`config.mk`:
```
export PLATFORM = sky130hd
export DESIGN_NAME = pole_pair_estimator_unit
export DESIGN_NICKNAME = d
export VERILOG_FILES = /design/src/sv/ppe_pkg.sv /design/src/sv/ppe_ctrl.sv /design/src/sv/ppe_dp.sv /design/src/sv/pole_pair_estimator_unit.sv
export SDC_FILE = /design/constraint.sdc
export NUM_CORES = 2
export LEC_CHECK = 0
export BUFFER_PORTS_ARGS = -buffer_cell sky130_fd_sc_hd__buf_2
export CORE_MARGIN = 2
export CORE_UTILIZATION = 55
export DETAILED_ROUTE_END_ITERATION = 8
export GPL_TIMING_DRIVEN = 0
export PLACE_DENSITY = 0.74
export SLEW_MARGIN = 20
export SYNTH_ARGS = -nofsm -noshare
export SYNTH_HDL_FRONTEND = slang
export SYNTH_SLANG_ARGS = --single-unit
```
`constraint.sdc`:
```
create_clock -name clk_i -period 8.8 [get_ports clk_i]
set_clock_uncertainty 0.15 [all_clocks]
set_input_delay 0.88 -clock clk_i [delete_from_list [all_inputs] [get_ports clk_i]]
set_output_delay 0.88 -clock clk_i [all_outputs]
set_load 0.1 [all_outputs]
```
`src/sv/ppe_pkg.sv`:
```
// Shared types and constants for the pole pair estimator.
// Holds the item structs, the controller/datapath command and status
// structs, the register indexes and polarity codes. No dependencies.
package ppe_pkg;

  // Default parameter values.
  localparam int unsigned ANGLE_BITS_DEF = 16;
  localparam int unsigned CYCLE_BITS_DEF = 32;

  // Fixed field widths.
  localparam int unsigned CUR_W      = 16;
  localparam int unsigned ANG_IN_W   = 16;
  localparam int unsigned THR_W      = 15;
  localparam int unsigned ALPHA_W    = 24;
  localparam int unsigned EST_W      = 32;
  localparam int unsigned ROT_W      = 48;
  localparam int unsigned CFG_IDX_W  = 2;
  localparam int unsigned CFG_DATA_W = 32;

  // Configuration register indexes.
  localparam logic [CFG_IDX_W-1:0] CFG_ENABLE    = 2'd0;
  localparam logic [CFG_IDX_W-1:0] CFG_THRESHOLD = 2'd1;
  localparam logic [CFG_IDX_W-1:0] CFG_ALPHA     = 2'd2;

  // Configuration reset values.
  localparam logic [THR_W-1:0]   THR_RESET   = 15'd50;
  localparam logic [ALPHA_W-1:0] ALPHA_RESET = 24'd1678;

  // Current polarity codes.
  localparam logic [1:0] POL_NONE = 2'b00;
  localparam logic [1:0] POL_POS  = 2'b01;
  localparam logic [1:0] POL_NEG  = 2'b11;

  // One input item.
  typedef struct packed {
    logic signed [CUR_W-1:0] phase_current;
    logic [ANG_IN_W-1:0]     encoder_angle;
  } in_item_t;

  // One result item.
  typedef struct packed {
    logic [EST_W-1:0] raw_pole_pairs;
    logic [EST_W-1:0] filtered_pole_pairs;
    logic             estimate_valid;
    logic [EST_W-1:0] cycle_count;
  } out_item_t;

  // Commands from the controller to the datapath.
  typedef struct packed {
    logic clear;
    logic take;
    logic upd;
    logic div_start;
    logic div_step;
    logic raw_wr;
    logic diff_wr;
    logic mul_wr;
    logic filt_wr;
    logic out_load;
  } cmd_t;

  // Status from the datapath to the controller.
  typedef struct packed {
    logic est_ok;
    logic div_last;
    logic out_free;
  } sts_t;

endpackage

```
`src/sv/ppe_ctrl.sv`:
```
// Controller state machine of the pole pair estimator.
// Sequences sample update, serial division and filter update.
// Depends on ppe_pkg.
module ppe_ctrl (
  input  logic          clk_i,
  input  logic          rst_ni,
  input  logic          in_valid_i,
  output logic          in_ready_o,
  input  logic          enable_i,
  input  logic          clear_i,
  input  ppe_pkg::sts_t sts_i,
  output ppe_pkg::cmd_t cmd_o
);
  import ppe_pkg::*;

  localparam logic [3:0] S_IDLE = 4'd0;
  localparam logic [3:0] S_UPD  = 4'd1;
  localparam logic [3:0] S_CHK  = 4'd2;
  localparam logic [3:0] S_DIV  = 4'd3;
  localparam logic [3:0] S_RAW  = 4'd4;
  localparam logic [3:0] S_DIFF = 4'd5;
  localparam logic [3:0] S_MUL  = 4'd6;
  localparam logic [3:0] S_FILT = 4'd7;
  localparam logic [3:0] S_DONE = 4'd8;

  logic [3:0] state_q, state_d;

  // Next state and command decode.
  always_comb begin
    state_d    = state_q;
    cmd_o      = '0;
    cmd_o.clear = clear_i;
    in_ready_o = (state_q == S_IDLE);
    case (state_q)
      S_IDLE: begin
        if (in_valid_i) begin
          cmd_o.take = 1'b1;
          state_d    = enable_i ? S_UPD : S_DONE;
        end
      end
      S_UPD: begin
        cmd_o.upd = 1'b1;
        state_d   = S_CHK;
      end
      S_CHK: begin
        if (sts_i.est_ok) begin
          cmd_o.div_start = 1'b1;
          state_d         = S_DIV;
        end else begin
          state_d = S_DONE;
        end
      end
      S_DIV: begin
        cmd_o.div_step = 1'b1;
        if (sts_i.div_last) begin
          state_d = S_RAW;
        end
      end
      S_RAW: begin
        cmd_o.raw_wr = 1'b1;
        state_d      = S_DIFF;
      end
      S_DIFF: begin
        cmd_o.diff_wr = 1'b1;
        state_d       = S_MUL;
      end
      S_MUL: begin
        cmd_o.mul_wr = 1'b1;
        state_d      = S_FILT;
      end
      S_FILT: begin
        cmd_o.filt_wr = 1'b1;
        state_d       = S_DONE;
      end
      S_DONE: begin
        if (sts_i.out_free) begin
          cmd_o.out_load = 1'b1;
          state_d        = S_IDLE;
        end
      end
      default: begin
        state_d = S_IDLE;
      end
    endcase
  end

  // State register.
  always_ff @(posedge clk_i or negedge rst_ni) begin
    if (!rst_ni) begin
      state_q <= S_IDLE;
    end else begin
      state_q <= state_d;
    end
  end

endmodule

```
`src/sv/ppe_dp.sv`:
```
// Datapath of the pole pair estimator: rotation unwrap, zero-cross
// counter, serial restoring divider, filter multiplier and output register.
// Depends on ppe_pkg; driven by ppe_ctrl commands.
module ppe_dp #(
  parameter int unsigned ANGLE_BITS = ppe_pkg::ANGLE_BITS_DEF,
  parameter int unsigned CYCLE_BITS = ppe_pkg::CYCLE_BITS_DEF
) (
  input  logic                        clk_i,
  input  logic                        rst_ni,
  input  ppe_pkg::in_item_t           in_item_i,
  input  logic [ppe_pkg::THR_W-1:0]   threshold_i,
  input  logic [ppe_pkg::ALPHA_W-1:0] alpha_i,
  input  ppe_pkg::cmd_t               cmd_i,
  output ppe_pkg::sts_t               sts_o,
  output logic                        out_valid_o,
  input  logic                        out_ready_i,
  output ppe_pkg::out_item_t          out_item_o
);
  import ppe_pkg::*;

  localparam int unsigned AngExtW  = (ANGLE_BITS > ANG_IN_W) ? ANGLE_BITS : ANG_IN_W;
  localparam int unsigned DW       = ANGLE_BITS + 2;
  localparam int unsigned DivSteps = CYCLE_BITS + ANGLE_BITS + 16;
  localparam int unsigned CntW     = $clog2(DivSteps);
  localparam int unsigned CycExtW  = (CYCLE_BITS > EST_W) ? CYCLE_BITS : EST_W;
  localparam int unsigned ProdW    = EST_W + ALPHA_W;

  localparam logic signed [DW-1:0]    HalfTurn    = DW'(1) << (ANGLE_BITS - 1);
  localparam logic signed [DW-1:0]    FullTurn    = DW'(1) << ANGLE_BITS;
  localparam logic [ROT_W-1:0]        QuarterTurn = ROT_W'(1) << (ANGLE_BITS - 2);
  localparam logic signed [ROT_W:0]   RotMax      = (ROT_W+1)'((65'd1 << (ROT_W - 1)) - 65'd1);
  localparam logic signed [ROT_W:0]   RotMin      = -RotMax;
  localparam logic [CntW-1:0]         CntLast     = CntW'(DivSteps - 1);
  localparam logic [ProdW:0]          RoundHalf   = (ProdW+1)'(1) << (ALPHA_W - 1);

  // Estimator state.
  in_item_t                samp_q;
  logic [ANGLE_BITS-1:0]   prev_ang_q;
  logic signed [ROT_W-1:0] rot_q;
  logic [CYCLE_BITS-1:0]   cyc_q;
  logic [1:0]              cur_pol_q, prev_pol_q;
  logic [EST_W-1:0]        raw_q, filt_q;
  logic                    valid_q;

  // Divider and filter working registers.
  logic [ROT_W-1:0]        den_q, rem_q;
  logic [EST_W:0]          quo_q;
  logic [CYCLE_BITS-1:0]   dvd_q;
  logic [CntW-1:0]         cnt_q;
  logic [EST_W-1:0]        ad_q;
  logic                    neg_q;
  logic [ProdW-1:0]        prod_q;

  // Output register.
  out_item_t               out_q;
  logic                    out_valid_q;

  // Angle unwrap and saturating rotation sum.
  logic [AngExtW-1:0]      ang_ext;
  logic [ANGLE_BITS-1:0]   ang;
  logic signed [DW-1:0]    d_raw, d_wrap;
  logic signed [ROT_W:0]   rot_sum;
  logic signed [ROT_W-1:0] rot_new;

  always_comb begin
    ang_ext = AngExtW'(samp_q.encoder_angle);
    ang     = ang_ext[ANGLE_BITS-1:0];
    d_raw   = $signed(DW'(ang)) - $signed(DW'(prev_ang_q));
    if (d_raw > HalfTurn) begin
      d_wrap = d_raw - FullTurn;
    end else if (d_raw < -HalfTurn) begin
      d_wrap = d_raw + FullTurn;
    end else begin
      d_wrap = d_raw;
    end
    rot_sum = (ROT_W+1)'(rot_q) + (ROT_W+1)'(d_wrap);
    if (rot_sum > RotMax) begin
      rot_new = RotMax[ROT_W-1:0];
    end else if (rot_sum < RotMin) begin
      rot_new = RotMin[ROT_W-1:0];
    end else begin
      rot_new = rot_sum[ROT_W-1:0];
    end
  end

  // Hysteretic polarity and electrical cycle count.
  logic signed [CUR_W:0] cur_ext, thr_s;
  logic [1:0]            pol_new, prev_pol_new;
  logic                  cyc_inc;

  always_comb begin
    cur_ext = (CUR_W+1)'(samp_q.phase_current);
    thr_s   = $signed({2'b00, threshold_i});
    if (cur_ext > thr_s) begin
      pol_new = POL_POS;
    end else if (cur_ext < -thr_s) begin
      pol_new = POL_NEG;
    end else begin
      pol_new = cur_pol_q;
    end
    cyc_inc      = (prev_pol_q == POL_NEG) && (pol_new == POL_POS) && (cyc_q != '1);
    prev_pol_new = (pol_new != POL_NONE) ? pol_new : prev_pol_q;
  end

  // Estimate gate: more than a quarter turn and at least one cycle.
  logic [ROT_W-1:0] mag;
  assign mag = rot_q[ROT_W-1] ? ROT_W'(-rot_q) : rot_q;

  // One restoring division step per cycle with a saturating quotient.
  logic [ROT_W:0]   rem_sh, rem_sub;
  logic             ge;
  logic [EST_W+1:0] quo_sh;

  always_comb begin
    rem_sh  = {rem_q, dvd_q[CYCLE_BITS-1]};
    ge      = rem_sh >= {1'b0, den_q};
    rem_sub = rem_sh - {1'b0, den_q};
    quo_sh  = {quo_q, ge};
  end

  // Filter difference and rounded step.
  logic [EST_W:0]   diff;
  logic [ProdW:0]   prod_rnd;
  logic [EST_W-1:0] step;

  always_comb begin
    diff     = {1'b0, raw_q} - {1'b0, filt_q};
    prod_rnd = {1'b0, prod_q} + RoundHalf;
    step     = prod_rnd[ALPHA_W +: EST_W];
  end

  // Saturated cycle count for the result item.
  logic [CycExtW-1:0] cyc_ext;
  logic [EST_W-1:0]   cyc_sat;

  always_comb begin
    cyc_ext = CycExtW'(cyc_q);
    cyc_sat = ((cyc_ext >> EST_W) != '0) ? '1 : cyc_ext[EST_W-1:0];
  end

  // Estimator state registers.
  always_ff @(posedge clk_i or negedge rst_ni) begin
    if (!rst_ni) begin
      prev_ang_q <= '0;
      rot_q      <= '0;
      cyc_q      <= '0;
      cur_pol_q  <= POL_NONE;
      prev_pol_q <= POL_NONE;
      raw_q      <= '0;
      filt_q     <= '0;
      valid_q    <= 1'b0;
    end else if (cmd_i.clear) begin
      prev_ang_q <= '0;
      rot_q      <= '0;
      cyc_q      <= '0;
      cur_pol_q  <= POL_NONE;
      prev_pol_q <= POL_NONE;
      raw_q      <= '0;
      filt_q     <= '0;
      valid_q    <= 1'b0;
    end else begin
      if (cmd_i.upd) begin
        prev_ang_q <= ang;
        rot_q      <= rot_new;
        cur_pol_q  <= pol_new;
        prev_pol_q <= prev_pol_new;
        if (cyc_inc) begin
          cyc_q <= cyc_q + CYCLE_BITS'(1);
        end
      end
      if (cmd_i.raw_wr) begin
        raw_q   <= quo_q[EST_W] ? '1 : quo_q[EST_W-1:0];
        valid_q <= 1'b1;
      end
      if (cmd_i.filt_wr) begin
        if (filt_q == '0) begin
          filt_q <= raw_q;
        end else if (neg_q) begin
          filt_q <= filt_q - step;
        end else begin
          filt_q <= filt_q + step;
        end
      end
    end
  end

  // Sample, divider and multiplier registers.
  always_ff @(posedge clk_i) begin
    if (cmd_i.take) begin
      samp_q <= in_item_i;
    end
    if (cmd_i.div_start) begin
      den_q <= mag;
      rem_q <= '0;
      quo_q <= '0;
      dvd_q <= cyc_q;
    end else if (cmd_i.div_step) begin
      rem_q <= ge ? rem_sub[ROT_W-1:0] : rem_sh[ROT_W-1:0];
      quo_q <= (quo_sh[EST_W+1:EST_W] != 2'b00) ? {1'b1, {EST_W{1'b0}}}
                                                 : quo_sh[EST_W:0];
      dvd_q <= {dvd_q[CYCLE_BITS-2:0], 1'b0};
    end
    if (cmd_i.diff_wr) begin
      neg_q <= diff[EST_W];
      ad_q  <= diff[EST_W] ? EST_W'(-diff) : diff[EST_W-1:0];
    end
    if (cmd_i.mul_wr) begin
      prod_q <= ProdW'(ad_q) * ProdW'(alpha_i);
    end
    if (cmd_i.out_load) begin
      out_q.raw_pole_pairs      <= raw_q;
      out_q.filtered_pole_pairs <= filt_q;
      out_q.estimate_valid      <= valid_q;
      out_q.cycle_count         <= cyc_sat;
    end
  end

  // Division step counter.
  always_ff @(posedge clk_i or negedge rst_ni) begin
    if (!rst_ni) begin
      cnt_q <= '0;
    end else if (cmd_i.div_start) begin
      cnt_q <= '0;
    end else if (cmd_i.div_step) begin
      cnt_q <= cnt_q + CntW'(1);
    end
  end

  // Output valid flag.
  always_ff @(posedge clk_i or negedge rst_ni) begin
    if (!rst_ni) begin
      out_valid_q <= 1'b0;
    end else if (cmd_i.out_load) begin
      out_valid_q <= 1'b1;
    end else if (out_ready_i) begin
      out_valid_q <= 1'b0;
    end
  end

  assign sts_o.est_ok   = (mag > QuarterTurn) && (cyc_q != '0);
  assign sts_o.div_last = (cnt_q == CntLast);
  assign sts_o.out_free = !out_valid_q || out_ready_i;
  assign out_valid_o    = out_valid_q;
  assign out_item_o     = out_q;

endmodule

```
`src/sv/pole_pair_estimator_unit.sv`:
```
// Pole pair estimator. Each item carries a phase current and a mechanical
// encoder angle; the block returns one result item per input item. An item
// is taken only while the block is idle. A disabled block answers straight
// from its state, a sample that yields no estimate is first used to update
// the state, and a sample that yields an estimate also goes through the
// restoring divider, which produces one quotient bit per cycle, followed by a
// subtract, a 32 x 24 multiply and the filter update. The finished result sits
// in an output register, so the next item can be taken while it waits to be
// read. Configuration writes are taken in every cycle; enabling a disabled
// block clears its state.
module pole_pair_estimator_unit #(
  parameter int unsigned ANGLE_BITS = ppe_pkg::ANGLE_BITS_DEF,
  parameter int unsigned CYCLE_BITS = ppe_pkg::CYCLE_BITS_DEF
) (
  input  logic                           clk_i,
  input  logic                           rst_ni,
  input  logic                           in_valid_i,
  output logic                           in_ready_o,
  input  ppe_pkg::in_item_t              in_item_i,
  output logic                           out_valid_o,
  input  logic                           out_ready_i,
  output ppe_pkg::out_item_t             out_item_o,
  input  logic                           cfg_valid_i,
  output logic                           cfg_ready_o,
  input  logic [ppe_pkg::CFG_IDX_W-1:0]  cfg_index_i,
  input  logic [ppe_pkg::CFG_DATA_W-1:0] cfg_data_i
);
  import ppe_pkg::*;

  logic               enable_q;
  logic [THR_W-1:0]   thr_q;
  logic [ALPHA_W-1:0] alpha_q;
  logic               cfg_wr, clear_req;
  cmd_t               cmd;
  sts_t               sts;

  assign cfg_ready_o = 1'b1;
  assign cfg_wr      = cfg_valid_i;

  // Enabling a disabled block clears the estimator state.
  assign clear_req = cfg_wr && (cfg_index_i == CFG_ENABLE) && cfg_data_i[0] && !enable_q;

  // Configuration registers.
  always_ff @(posedge clk_i or negedge rst_ni) begin
    if (!rst_ni) begin
      enable_q <= 1'b0;
      thr_q    <= THR_RESET;
      alpha_q  <= ALPHA_RESET;
    end else if (cfg_wr) begin
      case (cfg_index_i)
        CFG_ENABLE:    enable_q <= cfg_data_i[0];
        CFG_THRESHOLD: thr_q    <= cfg_data_i[THR_W-1:0];
        CFG_ALPHA:     alpha_q  <= cfg_data_i[ALPHA_W-1:0];
        default: begin
        end
      endcase
    end
  end

  ppe_ctrl u_ctrl (
    .clk_i      (clk_i),
    .rst_ni     (rst_ni),
    .in_valid_i (in_valid_i),
    .in_ready_o (in_ready_o),
    .enable_i   (enable_q),
    .clear_i    (clear_req),
    .sts_i      (sts),
    .cmd_o      (cmd)
  );

  ppe_dp #(
    .ANGLE_BITS (ANGLE_BITS),
    .CYCLE_BITS (CYCLE_BITS)
  ) u_dp (
    .clk_i       (clk_i),
    .rst_ni      (rst_ni),
    .in_item_i   (in_item_i),
    .threshold_i (thr_q),
    .alpha_i     (alpha_q),
    .cmd_i       (cmd),
    .sts_o       (sts),
    .out_valid_o (out_valid_o),
    .out_ready_i (out_ready_i),
    .out_item_o  (out_item_o)
  );

endmodule

```
==> results.md <==
- Run status: completed
- Sink Count: roughly 570
- # rows: 120
- Mapped Avg Cell Area: between 9 and 10 sq um
- Placeable Area: around 110000 sq um
- Met3 GRT Util: under 10%
- Critical Path End Type: register
- Pre-CTS WS: -0.6639 ns
- Final Max Slew Viols: 0
- Worst-path clk slew: 0.06 ns
- Crit Path Category: reg -> reg
- Synth async-reset ratio: a little under two fifths
- Layout fillers: 9208
- I/O pin cnt: between 150 and 200
- Die W: ~330 microns
- First-pass GRT wire length: between 200 and 300 mm
- 1st-pass router iterations: 6
- Maxcap violations: 0
- Post-synth EDFFs: about 280
- Primary FF master, synth: edfxtp_1
- Root cell of the clock tree: clkbuf_16
- Syn_nets: between 7000 and 8000
- Yosys reg bits: between 500 and 600
- CTS Buf Count: between 60 and 70
- GR Util met2: 53.27%
- Post-Route WL: a little under 200 mm
- CP Max Fanout: 10
- CP Buf/Inv Count: 6
- Number of vias per cell: 6.037
- Clock insertion delay at the later pin of the skew report: 0.66 ns
- Period minus WS final: 8.584 ns
- Gpl congestion: approximately 1.0
- Worst Slack Setup Final: roughly 0.22 ns
- Routed Antenna Nets: 0
- Die Y: around 330 microns
- Worst flop-to-flop path endpoint: u_dp.prod_q[55]
- Hold Buf Count CTS: 0
- DR vias: between 50000 and 60000
- Largest net degree at the start of global routing: between 80 and 90
- FF-to-FF path depth: 25
- Mapped Cells: roughly 6600
- IO buf count: around 160
- CP max-delay cell: clkbuf_1
- Worst rel slew slack: approximately a fifth
- Grt ovf: 0
- Register-to-register setup slack: 0.22 ns
- H-tree levels: 3
- Hold Crit Class: in -> async
- Worst Path Required: between 9 and 10 ns
- WL/cell: about 23 microns
- Initial Util: a little under three fifths
- R2R Path Start: alpha_q[19]
- CP max stage delay: about 0.61 ns
- Area of the multi-input gates: ~40000 sq um
- CP delay by family, top: adder cells
- Final setup fails: 0
- Syn Std Cell Area: 59720 sq um
- Cell repeated most along the worst path: fa_1
- Remaining DRCs: 0
- Antenna violations before repair: 8
- Transition time of the tightest slew-check pin: 1.213 ns
- Share of post-route cells with drive strength above 1: slightly below 8%
- Initial drt markers: between 5000 and 6000
- Top Usage Layer GRT: met2
- CP Launch Type: register
- Max Clk Rate: ~120 MHz
- Clock buffer depth: 3
- Reg area: about 15000 sq um
- All-Layer GR Usage: a little over a third
- Die area: approximately 110000 sq um
- Final Hold Viols: 0
- Syn-to-layout area delta: 9.432%
- DP HPWL: between 150 and 200 mm
- Vias in the first global route: a little under 50000
- Final period util: between 90% and 100%
- Ys Warns: 0
- Hold WS: roughly 0.11 ns
- Worst EP arrival: just under 9 ns
- Met1 Usage GRT: around 48%
- Cell variety after synth: 91
- Sequential share of the synthesized area: 25.61%
- CTS tree: yes
- Layout Nets: between 7000 and 8000
[logic make-up (layout without fill, tap and decap cells)]
logic type	after synthesis	after routing	synth area share (%)
XOR/XNOR	321	321	4.708
flip-flops	572	572	25.61
AND/OR/NAND/NOR	2165	2165	17.08
adder cells (fa/ha/maj)	1058	1058	30.48
AO/OA/AOI/OAI	1172	1172	12.92
multiplexers	92	92	1.643
buffers and inverters	1187	1499	7.549
other	1	4	0.006279
[sequential cells by signal (all words and copies together), names as in the netlist, 33 cells and up]
name,cells
u_dp.rem_q,48
u_dp.prod_q,33
u_dp.den_q,48
u_dp.rot_q,48
u_dp.out_item_o,97
u_dp.quo_q,33
[cell usage after synthesis, drive strengths merged, types with 54 or more instances]
master	count	area [sq um]
and2	259	1620
nand3	99	495.5
a21oi	286	1431
edfxtp	275	8258
clkbuf	292	1096
a21o	89	668.1
nor2	335	1257
nor3	94	470.5
and3	63	394.1
nand4	55	344.1
nand2	979	3675
inv	868	3258
xor2	95	832.1
a211oi	98	735.7
dfrtp	207	5180
fa	662	13250
xnor2	226	1979
o211ai	54	405.4
o21ai	253	1270
ha	394	4930
dfxtp	81	1622
[cells in the final DEF, fill, tap and decap left out, types with 41 or more instances in the layout]
master and n:
a21o_1 88, nor4_1 47, xnor2_1 226, xor2_1 95, nand4_1 55, a22o_1 42
a21oi_1 285, nor3_1 92, nand2_1 979, o211ai_1 54, mux2_2 48, dfxtp_1 81
mux2i_1 44, and2_1 258, inv_1 867, buf_2 174, nor2_1 331, ha_1 393
clkbuf_1 209, clkbuf_2 78, or3_1 41, edfxtp_1 275, dfrtp_1 201, fa_1 662
o21ai_0 220, nand3_1 97, clkbuf_16 70, o31ai_1 44, and3_1 63, a211oi_1 98
[cell type report]
type	count	area share, %
Tap cell	1403	2.686
Multi-Input combinational cell	4809	61.33
Sequential cell	572	23.43
Clock buffer	89	2.881
Buffer	316	2.117
Inverter	868	4.985
Clock inverter	35	0.7122
Timing Repair Buffer	191	1.849
Antenna cell	3	0.01149
[how the worst max path moves through the flow]
stage / end / start / depth (start not counted)
2_1_floorplan: u_dp.rot_q[10] / u_dp.ang[0] / 27
3_3_place_gp: u_dp.prod_q[55] / alpha_q[14] / 24
3_5_place_dp: u_dp.prod_q[55] / u_dp.ad_q[5] / 25
4_1_cts: u_dp.prod_q[55] / alpha_q[20] / 24
5_1_grt: u_dp.rot_q[36] / u_dp.prev_ang_q[0] / 28
6_report: u_dp.prod_q[55] / alpha_q[19] / 25
[per-stage QoR]
stage / std cells / area (sq um) / utilization [%] / setup TNS [ns]
4_1_cts: 8280 / 65160 / 60.69 / 0
5_1_grt: 8283 / 65350 / 60.87 / -0.01242
3_3_place_gp: 8132 / 62280 / 58.02 / -20.26
6_report: 8286 / 65350 / 60.88 / 0
2_1_floorplan: 6568 / 59720 / - / 0
3_5_place_dp: 8143 / 62580 / 58.29 / -8.565
[worst register-to-register path: cells and delay by family, from the launching register on]
family | cells | cell delay [ns]
adders and majority gates | 8 | 3.84
and+or+nand+nor | 4 | 1.24
AOI/OAI and AO/OA | 7 | 1.54
DFF | 1 | 0.58
buffers and inverters | 6 | 1.00
[routing by layer]
metal	wire [microns]	up-vias
met5	15	-
met4	8639	2
met3	21030	410
met2	85190	2495
met1	78770	24610
li1	-	22510
[what timing repair did]
| action | in CTS | in global routing |
|---|---|---|
| pin swaps | 0 | 2 |
| buffers inserted | 14 | 5 |
| resized for setup | 66 | 130 |
| setup endpoints to repair | 44 | 52 |
Power is not shown: default switching activity piles up to over one toggle a cycle in this logic, so the estimate is an artifact.
